`src/assert_macros.svh`:
```
// ----------------------------------------------------------------------------
// assertion macros
// shared concurrent assertion wrappers, sampled on the rising clock edge
// ----------------------------------------------------------------------------
`ifndef ASSERT_MACROS_SVH
`define ASSERT_MACROS_SVH

// implication checked every cycle outside reset
`define ASSERT_CLK(label, prop, msg) \
   label: assert property (@(posedge clock) disable iff (reset) prop) else $error(msg);

// condition that must never be seen outside reset
`define ASSERT_NEVER(label, cond, msg) \
   label: assert property (@(posedge clock) disable iff (reset) !(cond)) else $error(msg);

`endif

```
`src/tdt_pkg.sv`:
```
// ----------------------------------------------------------------------------
// tdt_pkg
// shared constants and types of the task delay tick table
// ----------------------------------------------------------------------------
`timescale 1ns / 1ps

package tdt_pkg;

   localparam int TASKS      = 16;
   localparam int PROCESSORS = 2;

   localparam int OPCODE_W   = 2;
   localparam int CPU_W      = 1;
   localparam int TASK_W     = 4;
   localparam int VALUE_W    = 32;
   localparam int TIME_W     = 64;
   // table index, same width as the task field
   localparam int TASK_IDX_W = TASK_W;
   // suspended flag plus delay counter
   localparam int SCHED_W    = VALUE_W + 1;

   typedef enum logic [OPCODE_W-1:0] {
      OP_TICK     = 2'd0,
      OP_WAIT     = 2'd1,
      OP_DEADLINE = 2'd2
   } opcode_type;

   typedef enum logic [1:0] {
      ST_IDLE,
      ST_WALK,
      ST_FLUSH
   } walk_state_type;

   typedef struct packed {
      logic               suspended;
      logic [VALUE_W-1:0] delay_left;
   } sched_word_type;

   typedef struct packed {
      logic [TASK_W-1:0] woken_task;
      logic [CPU_W-1:0]  queue_cpu;
      logic [TIME_W-1:0] absolute_deadline;
   } result_type;

   typedef struct packed {
      logic       push;
      logic       flush;
      result_type result;
   } out_ctl_type;

   typedef struct packed {
      logic stall;
   } out_status_type;

endpackage

```
`src/tdt_if.sv`:
```
// ----------------------------------------------------------------------------
// tdt channel interfaces
// valid/ready channels for requests and wake results
// ----------------------------------------------------------------------------
`timescale 1ns / 1ps

interface tdt_req_if;
   logic                         valid;
   logic                         ready;
   logic [tdt_pkg::OPCODE_W-1:0] opcode;
   logic [tdt_pkg::CPU_W-1:0]    cpu_id;
   logic [tdt_pkg::TASK_W-1:0]   task_id;
   logic [tdt_pkg::VALUE_W-1:0]  value;

   modport source (output valid, output opcode, output cpu_id, output task_id,
                   output value, input ready);
   modport sink   (input valid, input opcode, input cpu_id, input task_id,
                   input value, output ready);
endinterface

interface tdt_rsp_if;
   logic                        valid;
   logic                        ready;
   logic [tdt_pkg::TASK_W-1:0]  woken_task;
   logic [tdt_pkg::CPU_W-1:0]   queue_cpu;
   logic [tdt_pkg::TIME_W-1:0]  absolute_deadline;
   logic                        last;

   modport source (output valid, output woken_task, output queue_cpu,
                   output absolute_deadline, output last, input ready);
   modport sink   (input valid, input woken_task, input queue_cpu,
                   input absolute_deadline, input last, output ready);
endinterface

```
`src/tdt_ram.sv`:
```
// ----------------------------------------------------------------------------
// tdt_ram
// one write, one read port ram with registered read and per-entry valid bits
// ----------------------------------------------------------------------------
`timescale 1ns / 1ps

module tdt_ram #(
   parameter int DATA_W = 32,
   parameter int DEPTH  = 16
) (
   input  logic                                      clock,
   input  logic                                      reset,
   input  logic                                      wr_en,
   input  logic [((DEPTH > 1) ? $clog2(DEPTH) : 1)-1:0] wr_addr,
   input  logic [DATA_W-1:0]                         wr_data,
   input  logic                                      rd_en,
   input  logic [((DEPTH > 1) ? $clog2(DEPTH) : 1)-1:0] rd_addr,
   output logic [DATA_W-1:0]                         rd_data
);

   logic [DATA_W-1:0] mem [DEPTH];
   logic [DEPTH-1:0]  valid_ff;
   logic [DATA_W-1:0] rd_data_ff;

   // never-written entries read as zero
   always_ff @(posedge clock) begin
      if (reset) begin
         valid_ff <= '0;
      end else if (wr_en) begin
         valid_ff[wr_addr] <= 1'b1;
      end
   end

   always_ff @(posedge clock) begin
      if (wr_en) begin
         mem[wr_addr] <= wr_data;
      end
   end

   always_ff @(posedge clock) begin
      if (rd_en) begin
         rd_data_ff <= valid_ff[rd_addr] ? mem[rd_addr] : '0;
      end
   end

   assign rd_data = rd_data_ff;

endmodule

```
`src/tdt_out_stage.sv`:
```
// ----------------------------------------------------------------------------
// tdt_out_stage
// holds back one wake result so the last of a tick can be marked
// ----------------------------------------------------------------------------
`timescale 1ns / 1ps

module tdt_out_stage (
   input  logic                    clock,
   input  logic                    reset,
   input  tdt_pkg::out_ctl_type    ctl,
   output tdt_pkg::out_status_type status,
   tdt_rsp_if.source               rsp_bus
);

   logic                 pend_valid_ff, pend_valid_in;
   tdt_pkg::result_type  pend_ff;
   logic                 out_valid_ff, out_valid_in;
   tdt_pkg::result_type  out_ff;
   logic                 out_last_ff;
   logic                 out_free;
   logic                 move;

   assign out_free     = !out_valid_ff || rsp_bus.ready;
   assign move         = (ctl.push || ctl.flush) && pend_valid_ff && out_free;
   assign status.stall = (ctl.push || ctl.flush) && pend_valid_ff && !out_free;

   always_comb begin
      out_valid_in = out_valid_ff;
      if (move) begin
         out_valid_in = 1'b1;
      end else if (rsp_bus.ready) begin
         out_valid_in = 1'b0;
      end
   end

   always_comb begin
      pend_valid_in = pend_valid_ff;
      if (ctl.push && !status.stall) begin
         pend_valid_in = 1'b1;
      end else if (ctl.flush && move) begin
         pend_valid_in = 1'b0;
      end
   end

   always_ff @(posedge clock) begin
      if (reset) begin
         pend_valid_ff <= 1'b0;
         out_valid_ff  <= 1'b0;
      end else begin
         pend_valid_ff <= pend_valid_in;
         out_valid_ff  <= out_valid_in;
      end
   end

   always_ff @(posedge clock) begin
      if (ctl.push && !status.stall) begin
         pend_ff <= ctl.result;
      end
      if (move) begin
         out_ff      <= pend_ff;
         out_last_ff <= ctl.flush;
      end
   end

   assign rsp_bus.valid             = out_valid_ff;
   assign rsp_bus.woken_task        = out_ff.woken_task;
   assign rsp_bus.queue_cpu         = out_ff.queue_cpu;
   assign rsp_bus.absolute_deadline = out_ff.absolute_deadline;
   assign rsp_bus.last              = out_last_ff;

endmodule

```
`src/task_delay_tick_table_unit.sv`:
```
// ----------------------------------------------------------------------------
// task_delay_tick_table_unit
// per-task delay table with per-processor time counters and wake results
// ----------------------------------------------------------------------------
//  channel   dir  payload                                        handshake
//  req_bus   in   opcode, cpu_id, task_id, value                 valid/ready
//  rsp_bus   out  woken_task, queue_cpu, absolute_deadline, last valid/ready
//
//  wait and deadline requests are written straight in from idle
//  a tick: accept, then one table entry per cycle over 16 entries while the
//  result channel does not stall, through the registered read port of the
//  task ram, then a flush state marks and releases the held-back last result
//  reset clears the ram valid bits at once, so no clearing pass is needed
//  a stalled result channel holds the walk on its current entry
// ----------------------------------------------------------------------------
`timescale 1ns / 1ps
`include "assert_macros.svh"

module task_delay_tick_table_unit (
   input  logic    clock,
   input  logic    reset,
   tdt_req_if.sink   req_bus,
   tdt_rsp_if.source rsp_bus
);

   // fsm and walk state
   tdt_pkg::walk_state_type          state_ff, state_in;
   logic [tdt_pkg::TASK_IDX_W-1:0]   walk_idx_ff, walk_idx_in;
   logic [tdt_pkg::CPU_W-1:0]        tick_cpu_ff;
   logic [tdt_pkg::TIME_W-1:0]       time_ff [tdt_pkg::PROCESSORS];

   // request decode
   logic                             req_xfer;
   logic                             tick_go;
   logic                             wait_go;
   logic                             deadline_go;
   logic                             task_ok;

   // ram ports
   logic                             sched_wr_en;
   logic [tdt_pkg::TASK_IDX_W-1:0]   sched_wr_addr;
   tdt_pkg::sched_word_type          sched_wr_word;
   tdt_pkg::sched_word_type          sched_rd_word;
   logic [tdt_pkg::SCHED_W-1:0]      sched_rd_data;
   logic                             dl_wr_en;
   logic [tdt_pkg::VALUE_W-1:0]      dl_rd_data;
   logic                             rd_en;
   logic [tdt_pkg::TASK_IDX_W-1:0]   rd_addr;

   // entry processing
   logic                             entry_active;
   logic [tdt_pkg::VALUE_W-1:0]      delay_dec;
   logic                             entry_wake;
   logic                             last_idx;
   logic [tdt_pkg::TIME_W-1:0]       time_now;

   tdt_pkg::out_ctl_type             out_ctl;
   tdt_pkg::out_status_type          out_status;

   assign req_bus.ready = (state_ff == tdt_pkg::ST_IDLE);
   assign req_xfer      = req_bus.valid && req_bus.ready;
   assign task_ok       = int'(req_bus.task_id) < tdt_pkg::TASKS;

   // a tick from a processor outside the table advances nothing
   assign tick_go     = req_xfer && (req_bus.opcode == tdt_pkg::OP_TICK)
                        && (int'(req_bus.cpu_id) < tdt_pkg::PROCESSORS);
   // a zero-tick wait leaves the task alone
   assign wait_go     = req_xfer && (req_bus.opcode == tdt_pkg::OP_WAIT)
                        && task_ok && (req_bus.value != '0);
   assign deadline_go = req_xfer && (req_bus.opcode == tdt_pkg::OP_DEADLINE) && task_ok;

   // entry under the walk, from the registered read port
   assign sched_rd_word = tdt_pkg::sched_word_type'(sched_rd_data);
   assign entry_active  = sched_rd_word.suspended && (sched_rd_word.delay_left != '0);
   assign delay_dec     = sched_rd_word.delay_left - 1'b1;
   assign entry_wake    = entry_active && (delay_dec == '0);
   assign last_idx      = (walk_idx_ff == tdt_pkg::TASK_IDX_W'(tdt_pkg::TASKS - 1));
   assign time_now      = time_ff[tick_cpu_ff];

   // next state
   always_comb begin
      state_in = state_ff;
      unique case (state_ff)
         tdt_pkg::ST_IDLE: begin
            if (tick_go) state_in = tdt_pkg::ST_WALK;
         end
         tdt_pkg::ST_WALK: begin
            if (!out_status.stall && last_idx) state_in = tdt_pkg::ST_FLUSH;
         end
         tdt_pkg::ST_FLUSH: begin
            if (!out_status.stall) state_in = tdt_pkg::ST_IDLE;
         end
         default: state_in = tdt_pkg::ST_IDLE;
      endcase
   end

   // outputs of the fsm: ram ports and result control
   always_comb begin
      sched_wr_en   = 1'b0;
      sched_wr_addr = req_bus.task_id;
      sched_wr_word = '{suspended: 1'b1, delay_left: req_bus.value};
      dl_wr_en      = 1'b0;
      rd_en         = 1'b0;
      rd_addr       = '0;
      out_ctl       = '0;
      out_ctl.result.woken_task        = tdt_pkg::TASK_W'(walk_idx_ff);
      out_ctl.result.queue_cpu         = tick_cpu_ff;
      out_ctl.result.absolute_deadline = time_now + tdt_pkg::TIME_W'(dl_rd_data);
      unique case (state_ff)
         tdt_pkg::ST_IDLE: begin
            sched_wr_en = wait_go;
            dl_wr_en    = deadline_go;
            // prefetch entry zero for the walk
            rd_en       = tick_go;
         end
         tdt_pkg::ST_WALK: begin
            out_ctl.push  = entry_wake;
            sched_wr_en   = entry_active && !out_status.stall;
            sched_wr_addr = walk_idx_ff;
            sched_wr_word = '{suspended: !entry_wake, delay_left: delay_dec};
            // next entry read while this one is written back
            rd_en         = !out_status.stall && !last_idx;
            rd_addr       = walk_idx_ff + 1'b1;
         end
         tdt_pkg::ST_FLUSH: begin
            out_ctl.flush = 1'b1;
         end
         default: begin
         end
      endcase
   end

   always_comb begin
      walk_idx_in = walk_idx_ff;
      if (tick_go) begin
         walk_idx_in = '0;
      end else if ((state_ff == tdt_pkg::ST_WALK) && !out_status.stall) begin
         walk_idx_in = walk_idx_ff + 1'b1;
      end
   end

   always_ff @(posedge clock) begin
      if (reset) begin
         state_ff    <= tdt_pkg::ST_IDLE;
         walk_idx_ff <= '0;
         tick_cpu_ff <= '0;
         for (int i = 0; i < tdt_pkg::PROCESSORS; i++) begin
            time_ff[i] <= '0;
         end
      end else begin
         state_ff    <= state_in;
         walk_idx_ff <= walk_idx_in;
         if (tick_go) begin
            tick_cpu_ff             <= req_bus.cpu_id;
            time_ff[req_bus.cpu_id] <= time_ff[req_bus.cpu_id] + 1'b1;
         end
      end
   end

   // suspended flag and delay counter per task
   tdt_ram #(
      .DATA_W (tdt_pkg::SCHED_W),
      .DEPTH  (tdt_pkg::TASKS)
   ) u_sched_ram (
      .clock   (clock),
      .reset   (reset),
      .wr_en   (sched_wr_en),
      .wr_addr (sched_wr_addr),
      .wr_data (sched_wr_word),
      .rd_en   (rd_en),
      .rd_addr (rd_addr),
      .rd_data (sched_rd_data)
   );

   // relative deadline per task
   tdt_ram #(
      .DATA_W (tdt_pkg::VALUE_W),
      .DEPTH  (tdt_pkg::TASKS)
   ) u_deadline_ram (
      .clock   (clock),
      .reset   (reset),
      .wr_en   (dl_wr_en),
      .wr_addr (req_bus.task_id),
      .wr_data (req_bus.value),
      .rd_en   (rd_en),
      .rd_addr (rd_addr),
      .rd_data (dl_rd_data)
   );

   // held-back result and output register
   tdt_out_stage u_out_stage (
      .clock   (clock),
      .reset   (reset),
      .ctl     (out_ctl),
      .status  (out_status),
      .rsp_bus (rsp_bus)
   );

   // assertions
   `ASSERT_CLK(a_tick_starts_walk, tick_go |=> (state_ff == tdt_pkg::ST_WALK),
      "accepted tick did not start the walk")
   `ASSERT_CLK(a_stall_holds_walk,
      (out_status.stall && (state_ff == tdt_pkg::ST_WALK)) |=> $stable(walk_idx_ff),
      "walk moved on while the result side was stalled")
   `ASSERT_NEVER(a_push_outside_walk, out_ctl.push && (state_ff != tdt_pkg::ST_WALK),
      "wake result pushed outside a walk")
   `ASSERT_NEVER(a_write_collides_read,
      sched_wr_en && rd_en && (sched_wr_addr == rd_addr),
      "write back and prefetch hit the same entry")

endmodule
```
`src/flat_wrapper.sv`:
```
// flat-port wrapper written by rule: the top's interface ports become plain ports
module task_delay_tick_table_unit_flat 
  (clock, reset, req_bus_valid, req_bus_opcode, req_bus_cpu_id, req_bus_task_id, req_bus_value, req_bus_ready, rsp_bus_valid, rsp_bus_woken_task, rsp_bus_queue_cpu, rsp_bus_absolute_deadline, rsp_bus_last, rsp_bus_ready);
  tdt_req_if req_bus_i ();
  tdt_rsp_if rsp_bus_i ();
  input  logic clock;
  input  logic reset;
  input wire logic [$bits(req_bus_i.valid)-1:0] req_bus_valid;
  input wire logic [$bits(req_bus_i.opcode)-1:0] req_bus_opcode;
  input wire logic [$bits(req_bus_i.cpu_id)-1:0] req_bus_cpu_id;
  input wire logic [$bits(req_bus_i.task_id)-1:0] req_bus_task_id;
  input wire logic [$bits(req_bus_i.value)-1:0] req_bus_value;
  output wire logic [$bits(req_bus_i.ready)-1:0] req_bus_ready;
  output wire logic [$bits(rsp_bus_i.valid)-1:0] rsp_bus_valid;
  output wire logic [$bits(rsp_bus_i.woken_task)-1:0] rsp_bus_woken_task;
  output wire logic [$bits(rsp_bus_i.queue_cpu)-1:0] rsp_bus_queue_cpu;
  output wire logic [$bits(rsp_bus_i.absolute_deadline)-1:0] rsp_bus_absolute_deadline;
  output wire logic [$bits(rsp_bus_i.last)-1:0] rsp_bus_last;
  input wire logic [$bits(rsp_bus_i.ready)-1:0] rsp_bus_ready;
  assign req_bus_i.valid = req_bus_valid;
  assign req_bus_i.opcode = req_bus_opcode;
  assign req_bus_i.cpu_id = req_bus_cpu_id;
  assign req_bus_i.task_id = req_bus_task_id;
  assign req_bus_i.value = req_bus_value;
  assign req_bus_ready = req_bus_i.ready;
  assign rsp_bus_valid = rsp_bus_i.valid;
  assign rsp_bus_woken_task = rsp_bus_i.woken_task;
  assign rsp_bus_queue_cpu = rsp_bus_i.queue_cpu;
  assign rsp_bus_absolute_deadline = rsp_bus_i.absolute_deadline;
  assign rsp_bus_last = rsp_bus_i.last;
  assign rsp_bus_i.ready = rsp_bus_ready;
  task_delay_tick_table_unit u_core (.clock(clock), .reset(reset), .req_bus(req_bus_i), .rsp_bus(rsp_bus_i));
endmodule
```
`config.mk`:
```
export PLATFORM = sky130hd
export DESIGN_NAME = task_delay_tick_table_unit_flat
export DESIGN_NICKNAME = d
export VERILOG_FILES = /design/src/tdt_pkg.sv /design/src/tdt_if.sv /design/src/tdt_ram.sv /design/src/tdt_out_stage.sv /design/src/task_delay_tick_table_unit.sv /design/src/flat_wrapper.sv
export VERILOG_INCLUDE_DIRS = /design/src /design/src/src
export SDC_FILE = /design/constraint.sdc
export NUM_CORES = 2
export LEC_CHECK = 0
export BUFFER_PORTS_ARGS = -buffer_cell sky130_fd_sc_hd__buf_2
export CORE_MARGIN = 2
export CORE_UTILIZATION = 38
export DETAILED_ROUTE_END_ITERATION = 12
export GPL_TIMING_DRIVEN = 0
export PLACE_DENSITY = 0.53
export SKIP_LAST_GASP = 1
export SLEW_MARGIN = 20
export SYNTH_ARGS = -nofsm -noshare
export SYNTH_HDL_FRONTEND = slang
export SYNTH_SLANG_ARGS = --single-unit
```
`constraint.sdc`:
```
create_clock -name clock -period 10.3 [get_ports clock]
set_input_delay 0 -clock clock [delete_from_list [all_inputs] [get_ports clock]]
set_output_delay 0 -clock clock [all_outputs]
set_load 0.03 [all_outputs]
```
==> flow_metrics.env <==
export IMPL_r2r_cells=19
export IMPL_drt_met1_wl_um=77300
export IMPL_min_period_over_period=0.817
export IMPL_top_layer="met5"
export IMPL_wl_per_cell_um=25.0
export IMPL_cp_max_fo=10
export IMPL_swShare=0.231
export IMPL_crit_start="req_bus_cpu_id"
export IMPL_clkSlewWorstSetupHoldPaths_ns=0.06
export IMPL_timing_rr_end="u_core.u_out_stage.pend_ff[62]$_DFFE_PP_"
export IMPL_drv_cap=0
export IMPL_start_util=0.382
export IMPL_dr_wl_met3_um=10600
export IMPL_rows=146
export IMPL_fmax_mhz=119
export IMPL_drive_gt1_frac=0.116
export IMPL_synth_xor_area_share=0.0271
export IMPL_synth_edf_count=1372
export IMPL_final_cell_mix="edfxtp_1, nand2_1, a211oi_1"
export IMPL_finClkSkew_ns=0.0412
export IMPL_io_buffers=112
export IMPL_syn_cell_area_sq_um=60500
export IMPL_endpoint_kind="flip-flop"
export IMPL_synth_avg_cell_area_sq_um=13.3
export IMPL_dp_cells=6841
export IMPL_fp_dieH_um=403
export IMPL_die_area_sq_um=162000
export IMPL_utilization=0.450
export IMPL_syn2layout_area_growth_pct=17.6
export IMPL_start_kind="input pin"
export IMPL_relSlewSlack=0.254
export IMPL_synth_mux_area_frac=0.0156
export IMPL_r2r_slack_ns=2.10
export IMPL_finalSetupViolCount=0
export IMPL_yosysSeqAreaShare=0.695
export IMPL_wl_um=179000
export IMPL_hold_start="req_bus_valid"
export IMPL_grt_max_degree=38
export IMPL_crit_top_cell="clkbuf_1"
export IMPL_cts_tree="done"
export IMPL_hpwl_um=126000
export IMPL_crit_required_ns=10.81
export IMPL_total_leakage_power_nw=22.6
export IMPL_yosys_most_used_dff="edfxtp_1"
export IMPL_cts_sinks=1414
export IMPL_num_vias=39800
export IMPL_synth_fa_ha_area_frac=0.00778
export IMPL_hold_path_class="in2reg"
export IMPL_synth_warnings=0
export IMPL_crit_buf_inv=11
export IMPL_antenna_found_initial=8
export IMPL_clockBufferDepth=3
export IMPL_final_min_clock_period_ns=8.42
export IMPL_async_reset_ff_frac=0
export IMPL_worstMarginPinSlew_ns=1.11
export IMPL_clkPwrFrac=0.431
export IMPL_vias_per_cell=5.56
export IMPL_numCtsBuffers=154
export IMPL_synth_compound_area_share=0.117
export IMPL_drtIter0Drc=3520
export IMPL_critPathKind="in2reg"
export IMPL_fin_total_pwr_w=0.0126
export IMPL_ys_ff_latch=1414
export IMPL_critical_path_top_delay_family="buffers and inverters"
export IMPL_nNetsFinal=5047
export IMPL_share_comb_of_total_power=0.059
export IMPL_p_int_w=0.00970
export IMPL_syn_nets=4641
export IMPL_arrival_ns=8.93
export IMPL_rsz0062_at_grt="false"
export IMPL_power_density_nw_per_um2=177
export IMPL_status="finished clean"
export IMPL_synth_cells=4561
export IMPL_die_x_um=403
export IMPL_hold_path_endpoint="u_core.state_ff[0]$_SDFFE_PP0P_"
export IMPL_critPathMaxStageDelay_ns=0.86
export IMPL_io_pins=115
export IMPL_clock_root_buffer="clkbuf_16"
export IMPL_tns_ns=0
export IMPL_hold_ws_ns=0.113
export IMPL_yosysUniqueCellTypes=76
export IMPL_grt_pass1_vias=38600
export IMPL_grtUsageTotal=0.219
export IMPL_p_sw_w=0.00291
export IMPL_slew_viol_final=0
export IMPL_layout_commonest_cell="edfxtp_1"
export IMPL_antenna_left=0
export IMPL_grt_pass1_wl_um=262000
export IMPL_ir_drop_uv=171
export IMPL_globalplace_congestion=0.927
export IMPL_route_detailed_drc=0
export IMPL_ctsResizeCount=0
export IMPL_core_sq_um=158000
export IMPL_worstPathCellList="dlygate4sd3_1, buf_2, buf_2, buf_2, clkbuf_1, clkbuf_1, clkbuf_1, buf_1, buf_1, mux2_2, ha_1, inv_1, a221oi_1, nand4b_1, nor4_2, and2_0, and3_1, clkbuf_1, nor3b_1, xnor2_1, nor2_1"
export IMPL_synth_simple_area_share=0.116
export IMPL_grt_ovfl_total=0
export IMPL_dr_wl_met2_um=84000
export IMPL_slowest_stage="a221oi_1"
export IMPL_hold_path_cell_count=4
export IMPL_seq_power_share=0.510
export IMPL_finalNonFillerCells=7168
export IMPL_synth_top_family_by_area="compound AO/OA/AOI/OAI gates"
export IMPL_drt_pre_antenna_iters=7
export IMPL_htree_levels=4
export IMPL_clk_latency_ns=0.82
export IMPL_finalHoldViolCount=0
-- routing by layer --
layer / global-route usage / vias up
met5: 0 / -
met4: 0.0886 / 12
met3: 0.0379 / 374
met2: 0.351 / 1381
met1: 0.295 / 19800
li1: - / 18200
-- cell usage after synthesis, drive strengths merged (43+ instances only) --
| cell type | instances | share of area |
|---|---|---|
| edfxtp | 1372 | 0.68 |
| nand2 | 671 | 0.042 |
| a211oi | 406 | 0.050 |
| nor2b | 287 | 0.030 |
| clkbuf | 264 | 0.016 |
| nor2 | 258 | 0.016 |
| a31oi | 157 | 0.016 |
| a311oi | 133 | 0.019 |
| a21oi | 122 | 0.010 |
| xnor2 | 97 | 0.014 |
| xor2 | 90 | 0.013 |
| o21ai | 73 | 0.0062 |
| nand3 | 70 | 0.0058 |
| mux2i | 47 | 0.0078 |
| inv | 43 | 0.0027 |
-- worst max path at each step --
stage	slack [ns]	end	cells past startpoint
2_1_floorplan	2.25	u_core.u_deadline_ram.rd_data[0]$_SDFFCE_PN0P_	10
3_3_place_gp	-1.20	u_core.u_deadline_ram.rd_data[28]$_SDFFCE_PN0P_	10
3_5_place_dp	1.59	u_core.time_ff[1][60]$_SDFFCE_PN0P_	20
4_1_cts	1.77	u_core.time_ff[0][60]$_SDFFCE_PN0P_	21
5_1_grt	1.39	u_core.time_ff[0][60]$_SDFFCE_PN0P_	21
6_report	1.88	u_core.time_ff[0][60]$_SDFFCE_PN0P_	21
-- area by class of cell --
| class | instances | area (sq um) |
|---|---|---|
| clock inverter | 81 | 850 |
| timing repair buffer | 250 | 2680 |
| fill | 14200 | 87000 |
| tap | 2072 | 2590 |
| inverter | 43 | 161 |
| multi-input combinational | 2807 | 17500 |
| antenna | 2 | 5.00 |
| sequential | 1414 | 42000 |
| clock buffer | 202 | 4130 |
| buffer | 297 | 1160 |
-- metrics by stage --
stage                     setup slack (ns)  cell area, sq um
final                                 1.88             71200
after global routing                  1.39             71200
after CTS                             1.77             71100
after detailed placement              1.59             65700
after global placement               -1.20             63600
after floorplan                       2.25             60500
-- registers in the layout (all words and copies together), names as in the netlist, named ones only --
signal,flops
u_core.tick_cpu_ff,1
u_core.u_out_stage.rsp_bus.queue_cpu,1
u_core.u_out_stage.rsp_bus.valid,1
u_core.u_deadline_ram.valid_ff,16
u_core.u_out_stage.pend_valid_ff,1
u_core.u_out_stage.pend_ff,69
u_core.walk_idx_ff,4
u_core.u_out_stage.rsp_bus.absolute_deadline,64
u_core.u_out_stage.rsp_bus.woken_task,4
u_core.u_deadline_ram.mem,512
u_core.u_sched_ram.rd_data,33
u_core.time_ff,128
u_core.u_out_stage.rsp_bus.last,1
u_core.u_deadline_ram.rd_data,32
u_core.state_ff,2
u_core.u_sched_ram.valid_ff,16
u_core.u_sched_ram.mem,528
-- what timing repair did --
item | CTS | global route
hold endpoints to repair | 685 | 0
buffers inserted | 0 | 0
hold buffers | 42 | 0
-- logic make-up after synthesis --
logic type | after synthesis
AOI/OAI and AO/OA | 1005
DFF | 1414
xor gates and xnor gates | 187
adders and majority gates | 37
muxes | 88
and+or+nand+nor | 1490
buffers and inverters | 340
-- power groups by stage --
stage,Sequential (W),Clock (W),Combinational [W]
global placement,0.00657,0,0.000672
CTS,0.00644,0.00554,0.000743
finish,0.00644,0.00544,0.000742
global route,0.00644,0.00576,0.000804
floorplan,0.00655,0,0.000400
detailed placement,0.00656,0,0.000727
-- worst register-to-register path: cells and delay by family (launching register included) --
| family | cells | cell delay, ns |
|---|---|---|
| buffers and inverters | 7 | 3.76 |
| AOI/OAI and AO/OA | 6 | 2.27 |
| and+or+nand+nor | 2 | 0.60 |
| adders and majority gates | 2 | 0.57 |
| muxes | 1 | 0.34 |
| DFF | 1 | 0.30 |
| xor gates and xnor gates | 1 | 0.10 |
Power figures use the tool's default switching activity.
